===== config.mk =====
export PLATFORM = sky130hd
export DESIGN_NAME = room_obstacle_restrain_core
export DESIGN_NICKNAME = d
export VERILOG_FILES = /design/src/rtl/roc_pkg.sv /design/src/rtl/roc_step_unit.sv /design/src/rtl/room_obstacle_restrain_core.sv
export VERILOG_INCLUDE_DIRS = /design/src /design/src/rtl
export SDC_FILE = /design/constraint.sdc
export NUM_CORES = 2
export LEC_CHECK = 0
export BUFFER_PORTS_ARGS = -buffer_cell sky130_fd_sc_hd__clkbuf_2
export CAP_MARGIN = 10
export CORE_MARGIN = 5
export CORE_UTILIZATION = 40
export CTS_BUF_LIST = sky130_fd_sc_hd__clkbuf_8
export DETAILED_ROUTE_END_ITERATION = 8
export GPL_TIMING_DRIVEN = 0
export PLACE_DENSITY = 0.68
export SLEW_MARGIN = 20
export SYNTH_ARGS = -nofsm -noshare
export SYNTH_HDL_FRONTEND = slang
export SYNTH_SLANG_ARGS = --single-unit

===== constraint.sdc =====
create_clock -name clk_i -period 55.8 [get_ports clk_i]
set_clock_uncertainty 0.1 [all_clocks]
set_input_delay 11.16 -clock clk_i [delete_from_list [all_inputs] [get_ports clk_i]]
set_output_delay 11.16 -clock clk_i [all_outputs]
set_load 0.02 [all_outputs]

===== src/rtl/assert_macros.svh =====
// ----------------------------------------------------------------------------
// Assertion macros
// Concurrent assertion shorthands clocked on clk_i, disabled in reset.
// ----------------------------------------------------------------------------
`ifndef ASSERT_MACROS_SVH
`define ASSERT_MACROS_SVH

// Property must hold at every clock edge outside reset
`define ASSERT_CLK(label, prop, msg) \
  label: assert property (@(posedge clk_i) disable iff (!rst_ni) prop) else $error(msg);

// Condition must never be seen at a clock edge outside reset
`define ASSERT_NEVER(label, cond, msg) \
  label: assert property (@(posedge clk_i) disable iff (!rst_ni) !(cond)) else $error(msg);

`endif


===== src/rtl/roc_pkg.sv =====
// ----------------------------------------------------------------------------
// roc_pkg
// Shared types, constants and box helpers for the room restrain core.
// ----------------------------------------------------------------------------
package roc_pkg;

  localparam int CoordBits  = 32;
  localparam int MaxResults = 5;
  localparam int LvlW       = $clog2(MaxResults);
  localparam logic [LvlW-1:0] LastLevel = LvlW'(MaxResults - 1);
  localparam int InDataW    = 12 * CoordBits;
  localparam int OutDataW   = 8 * CoordBits;

  typedef logic signed [CoordBits-1:0] coord_t;
  typedef logic signed [CoordBits:0]   gap_t;

  // Axis-aligned box
  typedef struct packed {
    coord_t x0;
    coord_t y0;
    coord_t x1;
    coord_t y1;
  } box_t;

  // Outcome of one restrain level
  typedef enum logic [1:0] {
    STEP_STOP  = 2'd0,
    STEP_CUT   = 2'd1,
    STEP_SPLIT = 2'd2
  } step_kind_e;

  typedef struct packed {
    step_kind_e kind;
    box_t       res_room;
    box_t       res_inner;
    box_t       next_room;
    box_t       next_inner;
  } step_res_t;

  // One room with its contained shape
  typedef struct packed {
    box_t room;
    box_t inner;
  } room_res_t;

  function automatic coord_t cmax(coord_t a, coord_t b);
    return (a > b) ? a : b;
  endfunction

  function automatic coord_t cmin(coord_t a, coord_t b);
    return (a < b) ? a : b;
  endfunction

  function automatic box_t isect(box_t a, box_t b);
    box_t r;
    r.x0 = cmax(a.x0, b.x0);
    r.y0 = cmax(a.y0, b.y0);
    r.x1 = cmin(a.x1, b.x1);
    r.y1 = cmin(a.y1, b.y1);
    return r;
  endfunction

  function automatic logic box_valid(box_t b);
    return (b.x0 <= b.x1) && (b.y0 <= b.y1);
  endfunction

  function automatic box_t mk_box(coord_t x0, coord_t y0, coord_t x1, coord_t y1);
    box_t r;
    r.x0 = x0;
    r.y0 = y0;
    r.x1 = x1;
    r.y1 = y1;
    return r;
  endfunction

endpackage


===== src/rtl/roc_step_unit.sv =====
// ----------------------------------------------------------------------------
// roc_step_unit
// Shared evaluation unit for one restrain level: edge cut selection, overlap
// split and clipping of the contained shape.
// ----------------------------------------------------------------------------
module roc_step_unit import roc_pkg::*; (
  input  box_t      room_i,
  input  box_t      inner_i,
  input  box_t      obst_i,
  output step_res_t step_o
);

  logic cross_x, cross_y;
  logic q0, q1, q2, q3;
  gap_t g0, g1, g2, g3;
  logic v0, v1, v2, v3;
  logic sel01, sel23, sel_hi;
  logic v01, v23;
  gap_t g01, g23;
  logic [1:0] win;
  box_t cut_box;
  box_t ov, first_box, second_box, nc;
  logic split;
  logic nc_ok;

  // Gaps between contained shape and each obstacle edge
  assign cross_y = (room_i.y1 > obst_i.y0) && (room_i.y0 < obst_i.y1);
  assign cross_x = (room_i.x1 > obst_i.x0) && (room_i.x0 < obst_i.x1);

  assign q0 = (room_i.x0 < obst_i.x1) && (room_i.x1 > obst_i.x1) && cross_y;
  assign q1 = (room_i.x0 < obst_i.x0) && (room_i.x1 > obst_i.x0) && cross_y;
  assign q2 = (room_i.y0 < obst_i.y0) && (room_i.y1 > obst_i.y0) && cross_x;
  assign q3 = (room_i.y0 < obst_i.y1) && (room_i.y1 > obst_i.y1) && cross_x;

  assign g0 = gap_t'(inner_i.x0) - gap_t'(obst_i.x1);
  assign g1 = gap_t'(obst_i.x0) - gap_t'(inner_i.x1);
  assign g2 = gap_t'(obst_i.y0) - gap_t'(inner_i.y1);
  assign g3 = gap_t'(inner_i.y0) - gap_t'(obst_i.y1);

  assign v0 = q0 && (g0 > 0);
  assign v1 = q1 && (g1 > 0);
  assign v2 = q2 && (g2 > 0);
  assign v3 = q3 && (g3 > 0);

  // Largest gap wins, earlier edge on a tie
  assign sel01  = v1 && (!v0 || (g1 > g0));
  assign sel23  = v3 && (!v2 || (g3 > g2));
  assign v01    = v0 || v1;
  assign v23    = v2 || v3;
  assign g01    = sel01 ? g1 : g0;
  assign g23    = sel23 ? g3 : g2;
  assign sel_hi = v23 && (!v01 || (g23 > g01));
  assign win    = sel_hi ? {1'b1, sel23} : {1'b0, sel01};

  always_comb begin
    case (win)
      2'd0:    cut_box = mk_box(obst_i.x1, room_i.y0, room_i.x1, room_i.y1);
      2'd1:    cut_box = mk_box(room_i.x0, room_i.y0, obst_i.x0, room_i.y1);
      2'd2:    cut_box = mk_box(room_i.x0, room_i.y0, room_i.x1, obst_i.y0);
      default: cut_box = mk_box(room_i.x0, obst_i.y1, room_i.x1, room_i.y1);
    endcase
  end

  // Split at the obstacle edge bounding the overlap
  assign ov = isect(inner_i, obst_i);

  always_comb begin
    split      = 1'b1;
    first_box  = room_i;
    second_box = room_i;
    if ((ov.x0 > room_i.x0) && (ov.x0 == obst_i.x0) && (ov.x0 < room_i.x1)) begin
      first_box  = mk_box(room_i.x0, room_i.y0, ov.x0, room_i.y1);
      second_box = mk_box(ov.x0, room_i.y0, room_i.x1, room_i.y1);
    end else if ((ov.x1 > room_i.x0) && (ov.x1 == obst_i.x1) && (ov.x1 < room_i.x1)) begin
      second_box = mk_box(room_i.x0, room_i.y0, ov.x1, room_i.y1);
      first_box  = mk_box(ov.x1, room_i.y0, room_i.x1, room_i.y1);
    end else if ((ov.y0 > room_i.y0) && (ov.y0 == obst_i.y0) && (ov.y0 < room_i.y1)) begin
      first_box  = mk_box(room_i.x0, room_i.y0, room_i.x1, ov.y0);
      second_box = mk_box(room_i.x0, ov.y0, room_i.x1, room_i.y1);
    end else if ((ov.y1 > room_i.y0) && (ov.y1 == obst_i.y1) && (ov.y1 < room_i.y1)) begin
      second_box = mk_box(room_i.x0, room_i.y0, room_i.x1, ov.y1);
      first_box  = mk_box(room_i.x0, ov.y1, room_i.x1, room_i.y1);
    end else begin
      split = 1'b0;
    end
  end

  // Emitted piece needs a clipped shape with nonzero extent on at least one axis
  assign nc    = isect(inner_i, first_box);
  assign nc_ok = box_valid(nc) && ((nc.x0 < nc.x1) || (nc.y0 < nc.y1));

  // Level outcome
  always_comb begin
    step_o.res_room   = first_box;
    step_o.res_inner  = nc;
    step_o.next_room  = second_box;
    step_o.next_inner = isect(inner_i, second_box);
    if (!box_valid(inner_i)) begin
      step_o.kind = STEP_STOP;
    end else if (v01 || v23) begin
      step_o.kind      = STEP_CUT;
      step_o.res_room  = cut_box;
      step_o.res_inner = inner_i;
    end else if (box_valid(ov) && split && nc_ok) begin
      step_o.kind = STEP_SPLIT;
    end else begin
      step_o.kind = STEP_STOP;
    end
  end

endmodule


===== src/rtl/room_obstacle_restrain_core.sv =====
// ----------------------------------------------------------------------------
// room_obstacle_restrain_core
// Restrains a room box against one obstacle, giving up to five rooms.
// ----------------------------------------------------------------------------
// Usage:
//   Slave stream carries one item: room, contained shape and obstacle boxes.
//   Master stream returns one to five rooms per item, each with its clipped
//   contained shape; tlast marks the final room, tuser flags an empty answer.
//   s_axis_tready_o is high only while the core is idle. After a transfer the
//   shared step unit evaluates one restrain level per cycle while the output
//   register can take the held room (at most five levels), then the flush state
//   releases the held final room once the output register is free.
//   One room is held back until the next level decides whether it is last.
//   When the receiver stalls, the sequencer waits on the output register and
//   the master payload holds steady. The input side reopens as soon as the
//   final room sits in the output register, while it may still be waiting.
//   Reset (rst_ni low, asynchronous) returns to idle and drops any pending
//   output.
// ----------------------------------------------------------------------------
`include "assert_macros.svh"

module room_obstacle_restrain_core import roc_pkg::*; (
  input  logic                clk_i,
  input  logic                rst_ni,
  input  logic                s_axis_tvalid_i,
  output logic                s_axis_tready_o,
  // room_min_x, room_min_y, room_max_x, room_max_y, inner_min_x, inner_min_y,
  // inner_max_x, inner_max_y, obst_min_x, obst_min_y, obst_max_x, obst_max_y
  input  logic [InDataW-1:0]  s_axis_tdata_i,
  output logic                m_axis_tvalid_o,
  input  logic                m_axis_tready_i,
  // out_room_min_x, out_room_min_y, out_room_max_x, out_room_max_y,
  // out_inner_min_x, out_inner_min_y, out_inner_max_x, out_inner_max_y
  output logic [OutDataW-1:0] m_axis_tdata_o,
  output logic                m_axis_tlast_o,  // is_last
  output logic                m_axis_tuser_o   // is_empty
);

  typedef enum logic [2:0] {
    ST_IDLE  = 3'b001,
    ST_STEP  = 3'b010,
    ST_FLUSH = 3'b100
  } state_e;

  typedef struct packed {
    room_res_t res;
    logic      last;
    logic      empty;
  } out_t;

  state_e          state_q, state_d;
  logic [LvlW-1:0] lvl_q, lvl_d;
  logic            pend_valid_q, pend_valid_d;
  logic            out_valid_q, out_valid_d;
  box_t            room_q, room_d;
  box_t            inner_q, inner_d;
  box_t            obst_q, obst_d;
  room_res_t       pend_q, pend_d;
  out_t            out_q, out_d;
  logic            out_load;
  logic            out_free;
  step_res_t       step;

  // Unpack one box of an input item
  function automatic box_t in_box(logic [InDataW-1:0] d, int base);
    box_t b;
    b.x0 = d[(base+0)*CoordBits +: CoordBits];
    b.y0 = d[(base+1)*CoordBits +: CoordBits];
    b.x1 = d[(base+2)*CoordBits +: CoordBits];
    b.y1 = d[(base+3)*CoordBits +: CoordBits];
    return b;
  endfunction

  // Shared level evaluation
  roc_step_unit u_step (
    .room_i  (room_q),
    .inner_i (inner_q),
    .obst_i  (obst_q),
    .step_o  (step)
  );

  assign out_free = !out_valid_q || m_axis_tready_i;

  // Sequencer
  always_comb begin
    state_d      = state_q;
    lvl_d        = lvl_q;
    pend_valid_d = pend_valid_q;
    room_d       = room_q;
    inner_d      = inner_q;
    obst_d       = obst_q;
    pend_d       = pend_q;
    out_d        = out_q;
    out_load     = 1'b0;
    unique case (state_q)
      ST_IDLE: begin
        if (s_axis_tvalid_i) begin
          room_d       = in_box(s_axis_tdata_i, 0);
          inner_d      = in_box(s_axis_tdata_i, 4);
          obst_d       = in_box(s_axis_tdata_i, 8);
          lvl_d        = '0;
          pend_valid_d = 1'b0;
          state_d      = ST_STEP;
        end
      end
      ST_STEP: begin
        if (step.kind == STEP_STOP) begin
          state_d = ST_FLUSH;
        end else if (!pend_valid_q || out_free) begin
          // held room is known not to be last now
          if (pend_valid_q) begin
            out_load    = 1'b1;
            out_d.res   = pend_q;
            out_d.last  = 1'b0;
            out_d.empty = 1'b0;
          end
          pend_d.room  = step.res_room;
          pend_d.inner = step.res_inner;
          pend_valid_d = 1'b1;
          if ((step.kind == STEP_CUT) || (lvl_q == LastLevel)) begin
            state_d = ST_FLUSH;
          end else begin
            lvl_d   = lvl_q + LvlW'(1);
            room_d  = step.next_room;
            inner_d = step.next_inner;
          end
        end
      end
      ST_FLUSH: begin
        if (out_free) begin
          out_load   = 1'b1;
          out_d.last = 1'b1;
          if (pend_valid_q) begin
            out_d.res   = pend_q;
            out_d.empty = 1'b0;
          end else begin
            out_d.res   = '0;
            out_d.empty = 1'b1;
          end
          pend_valid_d = 1'b0;
          state_d      = ST_IDLE;
        end
      end
      default: state_d = ST_IDLE;
    endcase
  end

  assign out_valid_d = out_load || (out_valid_q && !m_axis_tready_i);

  // Control state
  always_ff @(posedge clk_i or negedge rst_ni) begin
    if (!rst_ni) begin
      state_q      <= ST_IDLE;
      lvl_q        <= '0;
      pend_valid_q <= 1'b0;
      out_valid_q  <= 1'b0;
    end else begin
      state_q      <= state_d;
      lvl_q        <= lvl_d;
      pend_valid_q <= pend_valid_d;
      out_valid_q  <= out_valid_d;
    end
  end

  // Payload
  always_ff @(posedge clk_i) begin
    room_q  <= room_d;
    inner_q <= inner_d;
    obst_q  <= obst_d;
    pend_q  <= pend_d;
    out_q   <= out_d;
  end

  // Ports
  assign s_axis_tready_o = (state_q == ST_IDLE);
  assign m_axis_tvalid_o = out_valid_q;
  assign m_axis_tlast_o  = out_q.last;
  assign m_axis_tuser_o  = out_q.empty;
  assign m_axis_tdata_o  = {out_q.res.inner.y1, out_q.res.inner.x1,
                            out_q.res.inner.y0, out_q.res.inner.x0,
                            out_q.res.room.y1,  out_q.res.room.x1,
                            out_q.res.room.y0,  out_q.res.room.x0};

  // Checks
  `ASSERT_CLK(a_empty_is_last, m_axis_tvalid_o && m_axis_tuser_o |-> m_axis_tlast_o, "empty result without tlast")
  `ASSERT_NEVER(a_idle_no_pend, s_axis_tready_o && pend_valid_q, "held room left over while idle")
  `ASSERT_CLK(a_flush_loads, (state_q == ST_FLUSH) && out_free |=> m_axis_tvalid_o && m_axis_tlast_o, "flush did not present final room")
  `ASSERT_NEVER(a_lvl_range, lvl_q > LastLevel, "level counter out of range")

endmodule


# Yosys cells after proc, flatten, opt, wreduce, memory -nomap -nowiden
# Index checks and enable logic that the tools add are counted.
[totals]
elab_cells = 241
reg_bits = 906
[op_classes]
n_bitwise = 1
magnitude_cmp = 43
addsub = 5
muxes = 71
n_reduce_logical = 64
n_eq_ne = 23
[ops]
columns = ["cell", "n"]
rows = [
  ["$mux 128", 11],
  ["$mux 258", 4],
  ["$mux 256", 3],
  ["$pmux 258 s2", 1],
  ["$lt 32x32->1", 16],
  ["$pmux 128 s2", 2],
  ["$gt 32x32->1", 14],
  ["$mux 32", 13],
  ["$mux 96", 4],
  ["$pmux 128 s3", 1],
  ["$le 32x32->1", 6],
  ["$gt 33x1->1 const B", 4],
  ["$sub 32x32->33", 4],
  ["$eq 32x32->1", 4],
  ["$gt 33x33->1", 3],
  ["$mux 33", 2],
  ["$logic_and 1x1->1", 32],
  ["$mux 3", 9],
  ["$reduce_and 6->1", 4],
  ["$ne 2x2->1 const B", 10],
  ["$reduce_and 5->1", 3],
  ["$mux 1", 13],
  ["$logic_or 1x1->1", 11],
  ["$pmux 3 s3", 1],
  ["19 further kinds", 32],
]

# Depth between registers and ports, before layout
[depth]
ltp_word = 24
mapped_depth = 56
mapped_depth_nobuf = 52

# Hierarchy
# Synthesis repeated with hierarchy kept, for this count alone.
[unflattened]
hier_cells = 8279
hier_area_um2 = 81320.5
[modules_own_cells]
columns = ["mod", "n_inst", "seq_area_each_um2", "area_each_um2", "cells_each"]
rows = [
  ["roc_step_unit", 1, 0.0, 48949.4, 6757],
  ["room_obstacle_restrain_core", 1, 27167.3, 32371.0, 1522],
]

# Worst setup path after synthesis
# Ideal clock, no wire load.
[synth_path]
path_type = "in2reg"
start = "in m_axis_tready_i"
end = "reg out_q, in the netlist m_axis_tdata_o[0] (enable)"
setup_time_ps = 1338
arrival_time_ps = 30520
n_path_buf = 0
setup_slack_ps = 23842
path_stages = 2
cell_sequence = "nor2b_1 a311oi_1"
[synth_between]
elab_chain_len = 4
[synth_rtl]
columns = ["item", "line_no", "text"]
rows = [
  ["start: declaration", "room_obstacle_restrain_core.sv:31", "input logic m_axis_tready_i,"],
  ["$logic_or 1x1->1 (*)", "room_obstacle_restrain_core.sv:82", "assign out_free = !out_valid_q || m_axis_tready_i;"],
  ["$logic_or 1x1->1", "room_obstacle_restrain_core.sv:109", "end else if (!pend_valid_q || out_free) begin"],
  ["$ne 2x2->1 (no line)", "--", ""],
  ["$reduce_and 5->1 (no line) (*)", "--", ""],
  ["end signal: assignment", "room_obstacle_restrain_core.sv:171", "out_q <= out_d;"],
  ["end: declaration", "room_obstacle_restrain_core.sv:59", "out_t out_q, out_d;"],
]
# Mark *: on every way between the ends. The rest lies on a longest branch, timed or not.
# A chain may end at the register's enable or synchronous reset.

# Worst setup path in the final report
[layout_path]
start = "reg obst_q[109] in the netlist's numbering"
end = "reg pend_q[17] in the netlist's numbering (enable)"
[layout_between]
elab_chain_len = 18
[layout_rtl]
columns = ["item", "line_no", "text"]
rows = [
  ["start: declaration", "room_obstacle_restrain_core.sv:57", "box_t obst_q, obst_d;"],
  ["start signal: assignment", "room_obstacle_restrain_core.sv:169", "obst_q <= obst_d;"],
  ["$gt 32x32->1", "roc_pkg.sv:47", "return (a > b) ? a : b;"],
  ["$mux 32", "roc_pkg.sv:47", ""],
  ["$gt 32x32->1 or $eq 32x32->1 (tied branches)", "roc_step_unit.sv:71", "if ((ov.x0 > room_i.x0) && (ov.x0 == obst_i.x0) && (ov.x0 < room_i.x1)) begin"],
  ["$logic_and 1x1->1 (2 in a row)", "roc_step_unit.sv:71", ""],
  ["$mux 128", "roc_step_unit.sv:71", ""],
  ["$gt 32x32->1 or $lt 32x32->1 (tied branches)", "roc_pkg.sv:47, roc_pkg.sv:51", ""],
  ["$mux 32 (on tied branches)", "roc_pkg.sv:47, roc_pkg.sv:51", ""],
  ["$le 32x32->1 or $lt 32x32->1 (tied branches)", "roc_pkg.sv:64, roc_step_unit.sv:90", ""],
  ["$logic_and 1x1->1 or $logic_or 1x1->1 (tied branches)", "roc_pkg.sv:64, roc_step_unit.sv:90", ""],
  ["$logic_and 1x1->1", "roc_step_unit.sv:90", "assign nc_ok = box_valid(nc) && ((nc.x0 < nc.x1) || (nc.y0 < nc.y1));"],
  ["$logic_and 1x1->1", "roc_step_unit.sv:104", "end else if (box_valid(ov) && split && nc_ok) begin"],
  ["$mux 2", "roc_step_unit.sv:104", ""],
  ["$mux 2 (*)", "roc_step_unit.sv:100", "end else if (v01 || v23) begin"],
  ["$mux 2 (*)", "roc_step_unit.sv:98", "if (!box_valid(inner_i)) begin"],
  ["$logic_not 2->1 (*)", "room_obstacle_restrain_core.sv:107", "if (step.kind == STEP_STOP) begin"],
  ["$not 1->1 (no line) (*)", "--", ""],
  ["$reduce_and 3->1 (no line) (*)", "--", ""],
  ["end signal: assignment", "room_obstacle_restrain_core.sv:170", "pend_q <= pend_d;"],
  ["end: declaration", "room_obstacle_restrain_core.sv:58", "room_res_t pend_q, pend_d;"],
]
# Marked as above.

==> reports/qor.txt <==
Status = finished clean
Mapped Area = 78,880 sq um
Crit-path max cell delay = 0.95 ns
Final setup TNS = 0 ns
CP arrival = 21.08 ns
Post-synthesis mux area share = 0.07022
Worst Hold Class = register to register
Synth warnings = 0
NumNets Final = 10,750
Die X = 454.1 um
Path type of the worst setup path = register to register
Met2 usage = 0.5635
Pre-antenna DRT Iters = 9
Largest net degree at the start of global routing = 82
CP max FO = 28
GPL Wtd Cong = 1.124
IO buf count = 647
Die H = 454.1 um
RSZ-0062 raised after global routing = false
Longest Clk Path Bufs = 3
Clk root buf = clkbuf_8
Crit path launch = obst_q[109]$_DFFE_PP_
R2R Path Start = obst_q[109]$_DFFE_PP_
Initial antenna violation count = 69
Worst skew pair latency = 1.05 ns
Synthesis-to-layout area growth = 14.29%
Global routing usage on met3 = 0.1689
Std cell rows = 163
Syn_area_per_cell = 9.646 sq um
Largest family of logic cells by synthesized area = adder cells
F_max = 0.04876 GHz
Core area = 196,800 sq um
Congestion Overflow GR = 0
Post-route ant nets = 0
Setup-failing EPs final = 0
Via count = 77,320
CP Capture Type = register
Clock sink count = 906
Hold path start = pend_q[45]$_DFFE_PP_
H-Tree Level Count = 4
Setup repair bufs after CTS = 0
First-pass GRT wire length = 598.1 mm
Global route hottest layer = met1
Top cells by area, synth = edfxtp_1, ha_1, mux2i_1, a21oi_1, a21o_1
Initial Util = 0.4008
Max-cap viol count = 0
Simple-gate area share of the yosys netlist = 0.1400
Synth Area in Compound Gates = 0.1792
DP HPWL = 386.0 mm
Max Slew Vio Count = 0
Measured slew at the worst slew-check pin = 1.342 ns
Final Hold Viols = 0
Adder-cell share of the synthesized area = 0.2077
Routed length per instance = 38.52 um
CTS Hold Bufs = 0
Async SR Flop Fraction = 0.008830
Sequential share of the synthesized area = 0.3444
Cell taking the most area after synthesis = edfxtp_1
CTS clk-pin slew, worst paths = 0.08 ns
Data required time of the worst path = 56.37 ns
Final Cycle Share = 0.3675
Commonest non-fill, non-tap cell in the layout = ha_1
CP max-delay cell = mux2i_1
Initial DRC Count = 13,000
Share of layout cells above drive strength 1 = 0.1276
# IOs = 648
Number of global-route vias before repair = 72,150
Syn Nets = 9,873
DRC = 0
Synthesized flop and latch total = 906
Die area = 206,200 sq um
Cells after synthesis = 8,178
Post-synth top flop = edfxtp_1
Tot GR Track Use = 0.4248
Post-synthesis xor/xnor area fraction = 0.01743
Num CTS Buffers = 168
Slew headroom = 0.1051
Via-per-instance ratio = 6.522
EDFF count, synth = 898
Post-synth top area share = 0.3418
CTS tree = yes
# resized after CTS = 0
Setup crit start kind = register
Met1 global-route usage = 0.5895
Fill count = 18,890
Final worst path period need = 20.51 ns
Post-synth cell types = 85
Commonest cells after routing, fill and taps aside = ha_1, edfxtp_1, a21oi_1
WL final = 456.7 mm
==> final timing paths <==
path / endpoint / slack (ns) / cells past startpoint
setup / recovery: pend_q[17]$_DFFE_PP_ / 35.29 / 51
hold / removal: m_axis_tdata_o[205]$_DFFE_PP_ / 0.42 / 1
setup reg to reg: pend_q[17]$_DFFE_PP_ / 35.29 / 51
hold reg to reg: m_axis_tdata_o[205]$_DFFE_PP_ / 0.42 / 1
max in group asynchronous: state_q[0]$_DFFE_PN1P_ / 45.42 / 1
min in group asynchronous: lvl_q[1]$_DFFE_PN0P_ / 9.92 / 1
==> metrics by stage <==
step	worst slack (ns)	instance area, sq um	util	hold slack [ns]	instances
3_3_place_gp	5.565	85430	0.4341	0.4140	11470
2_1_floorplan	23.84	78880	-	0.4091	8178
4_1_cts	36.08	90070	0.4576	0.4168	11830
6_report	35.29	90160	0.4581	0.4181	11860
5_1_grt	35.39	90100	0.4578	0.4422	11830
3_5_place_dp	36.14	86560	0.4398	0.4178	11520
==> worst max-delay path, delay by kind of cell, from the launching register on <==
kind,cells,cell delay [ns]
xor gates and xnor gates,1,0.17
DFF,1,0.72
AOI/OAI and AO/OA,13,5.43
adders and majority gates,4,1.47
buffers and inverters,11,4.43
muxes,2,1.46
and+or+nand+nor,20,6.22
==> flip-flops by register name, indices dropped and copies added, names as in the netlist, 3 cells and up <==
signal	flops
inner_q	128
lvl_q	3
m_axis_tdata_o	256
obst_q	128
pend_q	256
room_q	128
state_q	3
==> kinds of logic (layout without fill, tap and decap cells) <==
kind of cell,after synthesis,after routing
AND/OR/NAND/NOR,2165,2165
buffers and inverters,847,1854
AO/OA/AOI/OAI,2259,2259
other,0,31
multiplexers,537,537
flip-flops,906,906
XOR/XNOR,157,157
adder cells (fa/ha/maj),1307,1307
==> layout make-up <==
type | instances | area (sq um) | area share
well taps | 2640 | 3303 | 0.03664
plain buffers | 267 | 1066 | 0.01182
diodes | 31 | 77.57 | 0.0008604
clock buffers | 171 | 2354 | 0.02610
clock inverters | 130 | 1147 | 0.01273
multi-input cells | 6425 | 48720 | 0.5404
repair buffers | 706 | 4129 | 0.04580
flip-flops and latches | 906 | 27170 | 0.3013
inverters | 580 | 2192 | 0.02431
==> Yosys cell counts, drive strengths merged, types with 131 or more instances <==
cell type and instances:
ha 1303, inv 580, mux2i 406, mux2 131, nand2 482, o21ai 515, edfxtp 898, nor2b 340
a21oi 726, a21o 406, clkbuf 216, nand4 246, nor2 487
==> metal layers <==
layer / share of wire / wire length, um
met4: 0.062 / 28280
met2: 0.38 / 173700
met5: 0.0012 / 540
met3: 0.14 / 64580
met1: 0.42 / 189600
Power is not shown: default switching activity piles up to over one toggle a cycle in this logic, so the estimate is an artifact.
